==> src/afb_pkg.sv <==
`default_nettype none

package afb_pkg;

    localparam int FACE_LOG2  = 9;
    localparam int FACE_SIZE  = 1 << FACE_LOG2;
    localparam int TABLE_N    = FACE_SIZE * FACE_SIZE;
    localparam int COORD_BITS = 12;
    localparam int TIDX_W     = 18;
    localparam int BANK_AW    = 2 * (FACE_LOG2 - 1);
    localparam int BANK_DEPTH = 1 << BANK_AW;
    localparam int PROD_W     = 32 + COORD_BITS + 1;
    localparam int POS_W      = 48;
    localparam int W_W        = 34;
    localparam int MP_W       = 42;

    localparam logic [1:0] OP_MASK  = 2'd0;
    localparam logic [1:0] OP_FACE  = 2'd1;
    localparam logic [1:0] OP_BLEND = 2'd2;

    localparam logic [2:0] REG_AX_PER_X  = 3'd0;
    localparam logic [2:0] REG_AX_PER_Y  = 3'd1;
    localparam logic [2:0] REG_AX_OFFSET = 3'd2;
    localparam logic [2:0] REG_AY_PER_X  = 3'd3;
    localparam logic [2:0] REG_AY_PER_Y  = 3'd4;
    localparam logic [2:0] REG_AY_OFFSET = 3'd5;

    localparam logic [POS_W-1:0] POS_LIMIT = POS_W'(FACE_SIZE - 1) << 16;
    localparam logic [47:0]      THRESH    = 48'd255 << 32;
    localparam logic [24:0]      RECIP_255 = 25'd16843009;

    typedef struct packed {
        logic signed [31:0] ax_per_x;
        logic signed [31:0] ax_per_y;
        logic signed [31:0] ax_offset;
        logic signed [31:0] ay_per_x;
        logic signed [31:0] ay_per_y;
        logic signed [31:0] ay_offset;
    } afb_coef_t;

    typedef struct packed {
        logic vld;
        logic blend;
        logic in_range;
    } afb_ctl_t;

    typedef struct packed {
        afb_ctl_t                 ctl;
        logic                     wr_mask;
        logic                     wr_face;
        logic [FACE_LOG2-1:0]     ix;
        logic [FACE_LOG2-1:0]     iy;
        logic [15:0]              fx;
        logic [15:0]              fy;
        logic [FACE_LOG2-1:0]     wrow;
        logic [FACE_LOG2-1:0]     wcol;
        logic [7:0]               wmask;
        logic [23:0]              rgb;
    } afb_addr_t;

    typedef struct packed {
        afb_ctl_t        ctl;
        logic            ix0;
        logic            iy0;
        logic [15:0]     fx;
        logic [15:0]     fy;
        logic [23:0]     rgb;
        logic [3:0][7:0] mask;
        logic [3:0][23:0] face;
    } afb_tap_t;

endpackage

`default_nettype wire

==> src/afb_affine.sv <==
`default_nettype none

module afb_affine (
    input  wire logic                            aclk,
    input  wire logic                            aresetn,
    input  wire logic                            en,
    input  wire logic                            in_vld,
    input  wire logic [1:0]                      op,
    input  wire logic [afb_pkg::TIDX_W-1:0]      tidx,
    input  wire logic [7:0]                      mval,
    input  wire logic [23:0]                     rgb,
    input  wire logic [afb_pkg::COORD_BITS-1:0]  px_in,
    input  wire logic [afb_pkg::COORD_BITS-1:0]  py_in,
    input  wire afb_pkg::afb_coef_t              coef,
    output afb_pkg::afb_addr_t                   addr_o
);
    import afb_pkg::*;

    logic                      s1_vld_reg, s2_vld_reg;
    logic [1:0]                s1_op_reg, s2_op_reg;
    logic [TIDX_W-1:0]         s1_tidx_reg, s2_tidx_reg;
    logic [7:0]                s1_mval_reg, s2_mval_reg;
    logic [23:0]               s1_rgb_reg, s2_rgb_reg;
    logic signed [PROD_W-1:0]  s1_xx_reg, s1_xy_reg, s1_yx_reg, s1_yy_reg;
    logic signed [PROD_W-1:0]  s1_xx_next, s1_xy_next, s1_yx_next, s1_yy_next;
    logic signed [POS_W-1:0]   s2_px_reg, s2_py_reg, s2_px_next, s2_py_next;
    logic signed [COORD_BITS:0] xs, ys;
    afb_addr_t                 s3_reg, s3_next;
    logic [31:0]               tidx32;
    logic                      in_tab;

    assign xs = signed'({1'b0, px_in});
    assign ys = signed'({1'b0, py_in});

    always_comb begin
        s1_xx_next = coef.ax_per_x * xs;
        s1_xy_next = coef.ax_per_y * ys;
        s1_yx_next = coef.ay_per_x * xs;
        s1_yy_next = coef.ay_per_y * ys;
    end

    always_comb begin
        s2_px_next = POS_W'(s1_xx_reg) + POS_W'(s1_xy_reg) + POS_W'(coef.ax_offset);
        s2_py_next = POS_W'(s1_yx_reg) + POS_W'(s1_yy_reg) + POS_W'(coef.ay_offset);
    end

    always_comb begin
        tidx32            = 32'(s2_tidx_reg);
        in_tab            = tidx32 < TABLE_N;
        s3_next.ctl.vld   = s2_vld_reg;
        s3_next.ctl.blend = s2_op_reg == OP_BLEND;
        s3_next.ctl.in_range = !s2_px_reg[POS_W-1] && !s2_py_reg[POS_W-1]
                             && (unsigned'(s2_px_reg) < POS_LIMIT)
                             && (unsigned'(s2_py_reg) < POS_LIMIT);
        s3_next.wr_mask   = (s2_op_reg == OP_MASK) && in_tab;
        s3_next.wr_face   = (s2_op_reg == OP_FACE) && in_tab;
        s3_next.ix        = s2_px_reg[16 +: FACE_LOG2];
        s3_next.iy        = s2_py_reg[16 +: FACE_LOG2];
        s3_next.fx        = s2_px_reg[15:0];
        s3_next.fy        = s2_py_reg[15:0];
        s3_next.wrow      = tidx32[2*FACE_LOG2-1:FACE_LOG2];
        s3_next.wcol      = tidx32[FACE_LOG2-1:0];
        s3_next.wmask     = s2_mval_reg;
        s3_next.rgb       = s2_rgb_reg;
    end

    always_ff @(posedge aclk) begin
        if (!aresetn) begin
            s1_vld_reg     <= 1'b0;
            s2_vld_reg     <= 1'b0;
            s3_reg.ctl.vld <= 1'b0;
        end else if (en) begin
            s1_vld_reg <= in_vld;
            s2_vld_reg <= s1_vld_reg;
            s3_reg     <= s3_next;
        end
    end

    always_ff @(posedge aclk) begin
        if (en) begin
            s1_op_reg   <= op;
            s1_tidx_reg <= tidx;
            s1_mval_reg <= mval;
            s1_rgb_reg  <= rgb;
            s1_xx_reg   <= s1_xx_next;
            s1_xy_reg   <= s1_xy_next;
            s1_yx_reg   <= s1_yx_next;
            s1_yy_reg   <= s1_yy_next;
            s2_op_reg   <= s1_op_reg;
            s2_tidx_reg <= s1_tidx_reg;
            s2_mval_reg <= s1_mval_reg;
            s2_rgb_reg  <= s1_rgb_reg;
            s2_px_reg   <= s2_px_next;
            s2_py_reg   <= s2_py_next;
        end
    end

    assign addr_o = s3_reg;

endmodule

`default_nettype wire

==> config.mk <==
export PLATFORM = sky130hd
export DESIGN_NAME = afb_affine
export DESIGN_NICKNAME = d
export VERILOG_FILES = /design/src/afb_pkg.sv /design/src/afb_affine.sv
export SDC_FILE = /design/constraint.sdc
export NUM_CORES = 2
export LEC_CHECK = 0
export BUFFER_PORTS_ARGS = -buffer_cell sky130_fd_sc_hd__buf_2
export CELL_PAD_IN_SITES_DETAIL_PLACEMENT = 1
export CELL_PAD_IN_SITES_GLOBAL_PLACEMENT = 1
export CORE_MARGIN = 10
export CORE_UTILIZATION = 55
export CTS_CLUSTER_DIAMETER = 30
export DETAILED_ROUTE_END_ITERATION = 16
export PLACE_DENSITY = 0.89
export SETUP_SLACK_MARGIN = 0.4
export SKIP_CTS_REPAIR_TIMING = 1
export SYNTH_ARGS = -nofsm -noshare
export SYNTH_HDL_FRONTEND = slang
export SYNTH_SLANG_ARGS = --single-unit
==> constraint.sdc <==
create_clock -name aclk -period 14.36 [get_ports aclk]
set_input_delay 1.436 -clock aclk [delete_from_list [all_inputs] [get_ports aclk]]
set_output_delay 1.436 -clock aclk [all_outputs]
set_load 0.05 [all_outputs]
==> run metrics <==
RD Place Congestion=0.902; crit path launch=px_in[7]; Final Cycle Share=57.1%; number of flip-flops in the largest register=~110; die area=0.150 sq mm; Rows=between 100 and 150; CP Class=in2reg; clk root buf=clkbuf_16; Post-Syn Area per Cell=9.88 sq um; Post-route DRC=0; startpoint types=input port; number of buffers created by CTS=101; Worst setup EP type=register; crit path DAT=around 8.6 ns; Routed wire per std cell=26.0 um; GRT Total Usage=about 33%; critical path required time=14.77 ns; multiplexer area fraction after synthesis=0.0557%; Cells after Synth=7,502; Pins Over Slew Limit=0; Detail Route Antenna Nets=0; antenna violations before repair=36; Synth Cell Area=0.0741 sq mm; nets=9,911; Final min period=between 8 and 9 ns; synth unique cells=79; Starting Density=55.5%; Final setup viols=0; number of synthesized flops with an enable pin=about 480; Post-synth ARST share=0%; Worst Clk Skew=0.0737 ns; area growth from synthesis to layout=9.25%; Crit Reg-Reg Startpoint=s1_xy_reg[1]; final wirelength=249,000 um; I/O pin count=377; global-route wire length before repair=385,000 um; register area share after synthesis=19.6%; FF+latch count, synth=485; most common cell in the synthesized netlist=inv_1; grt total ovfl=0; Die Width=387 um; most frequent cells after synthesis=inv_1, fa_1, nand2_1, and2_1, ha_1; Synth Area in XOR/XNOR=3.04%; # fillers=approximately 15,000; vias in the first global route=between 60,000 and 70,000; post-DP HPWL=between 150,000 and 200,000 um; Max Cap Viol=0; core footprint=0.134 sq mm; clock buffer depth=3; Adder-Cell Fraction of Synth Area=47.2%; vias per cell=5.87; clock latency on the worst-skew pair=approximately 0.74 ns; initial drt markers=4,611; Via Count=56,226; Area contributors post-synth=fa_1, edfxtp_1, inv_1; IO Port Bufs=between 300 and 400; Simple-Gate Fraction of Synth Area=13.6%; clock sink total=485; actual slew at the worst max-slew pin=roughly 1.2 ns; register clock-pin slew on the reported worst setup and hold paths=0.06 ns; Mapped Nets=9,704; CP max FO=46; Fin Setup TNS=0 ns; 1st-pass router iterations=6; Worst slew margin=17.6%; DIE HEIGHT=approximately 390 um; ys flop type=edfxtp_1; share of the synthesized area in the top cell type=39.0%; share of cells above drive strength 1=between 7 and 8%; largest family of logic cells by synthesized area=adder cells; Yosys top cell by area=fa_1; H-tree levels=3; largest net degree at the start of global routing=84; hold_sp=s1_op_reg[0]; Hold Crit Class=reg2reg; Final Hold Viols=0; FMAX=0.122 GHz; Synth Area in Compound Gates=5.85%; Synth Warn #=0; clock tree from TritonCTS=yes; unrepaired setup endpoints after global routing=false; status=finished, final reports clean
[per-stage QoR]
step | util, % | std cells | worst slack, ns | cell area (sq um) | hold slack [ns]
floorplan | - | 7502 | 7.02 | 74100 | 0.400
global placement | 57.9 | 9374 | 6.06 | 77300 | 0.400
detailed placement | 57.9 | 9374 | 5.68 | 77300 | 0.406
CTS | 60.6 | 9566 | 6.29 | 80900 | 0.396
global route | 60.6 | 9578 | 6.06 | 81000 | 0.407
finish | 60.6 | 9586 | 6.16 | 81000 | 0.395
[path summary, 6_finish.rpt]
check | to | slack (ns) | cells after the start
worst max register to register | s2_px_reg[45] | 9.37 | 15
worst min register to register | s2_op_reg[0] | 0.39 | 0
worst max-delay path | s1_xx_reg[44] | 6.16 | 23
worst min-delay path | s2_op_reg[0] | 0.39 | 0
[layout by cell type (no fill, tap or decap), types with 30 or more instances in the layout]
| cell | n |
|---|---|
| a21o_1 | 134 |
| nor2_1 | 117 |
| and2_1 | 703 |
| nor2b_1 | 43 |
| o21ai_0 | 106 |
| edfxtp_1 | 482 |
| inv_1 | 1794 |
| a21oi_1 | 232 |
| xnor2_1 | 178 |
| buf_2 | 375 |
| nand3_1 | 48 |
| buf_4 | 32 |
| nor3_1 | 38 |
| xor2_1 | 79 |
| nand2_1 | 956 |
| ha_1 | 486 |
| o21a_1 | 34 |
| fa_1 | 1444 |
| nand4_1 | 30 |
| clkbuf_16 | 101 |
| nand2b_1 | 41 |
[routing by layer]
metal	global-route usage [%]	vias up	wire, um
met5	0	-	161
met4	20.0	28	17300
met3	6.50	1056	17900
met2	59.7	2851	129000
met1	36.0	29190	84400
li1	-	23101	-
[critical path: stages]
cell      delay (ns)
buf_2           0.39
buf_4           0.61
nand2_1         0.21
fa_1            0.60
inv_1           0.06
fa_1            0.60
fa_1            0.48
fa_1            0.50
inv_1           0.05
fa_1            0.47
inv_1           0.04
ha_1            0.35
a21o_1          0.22
a211oi_1        0.35
o221ai_1        0.19
a21o_1          0.28
a211oi_1        0.46
a21oi_1         0.22
a31oi_2         0.37
nor2_1          0.12
o21ba_1         0.19
o221a_2         0.25
xnor2_1         0.12
[cells by family after synthesis]
group | Yosys count
adder cells (fa/ha/maj) | 1930
buffers and inverters | 2098
multiplexers | 4
XOR/XNOR | 257
AO/OA/AOI/OAI | 673
flip-flops | 485
AND/OR/NAND/NOR | 2055
[cell type report]
type	instances	area (sq um)	area share, %
tap	1768	2210	2.73
timing repair buffer	408	2130	2.63
clock inverter	80	1030	1.27
inverter	1794	6730	8.31
multi-input combinational	4919	51700	63.9
sequential	485	14500	17.9
clock buffer	112	2570	3.17
antenna	20	50.0	0.0618
Power is not shown: default switching activity piles up to over one toggle a cycle in this logic, so the estimate is an artifact.
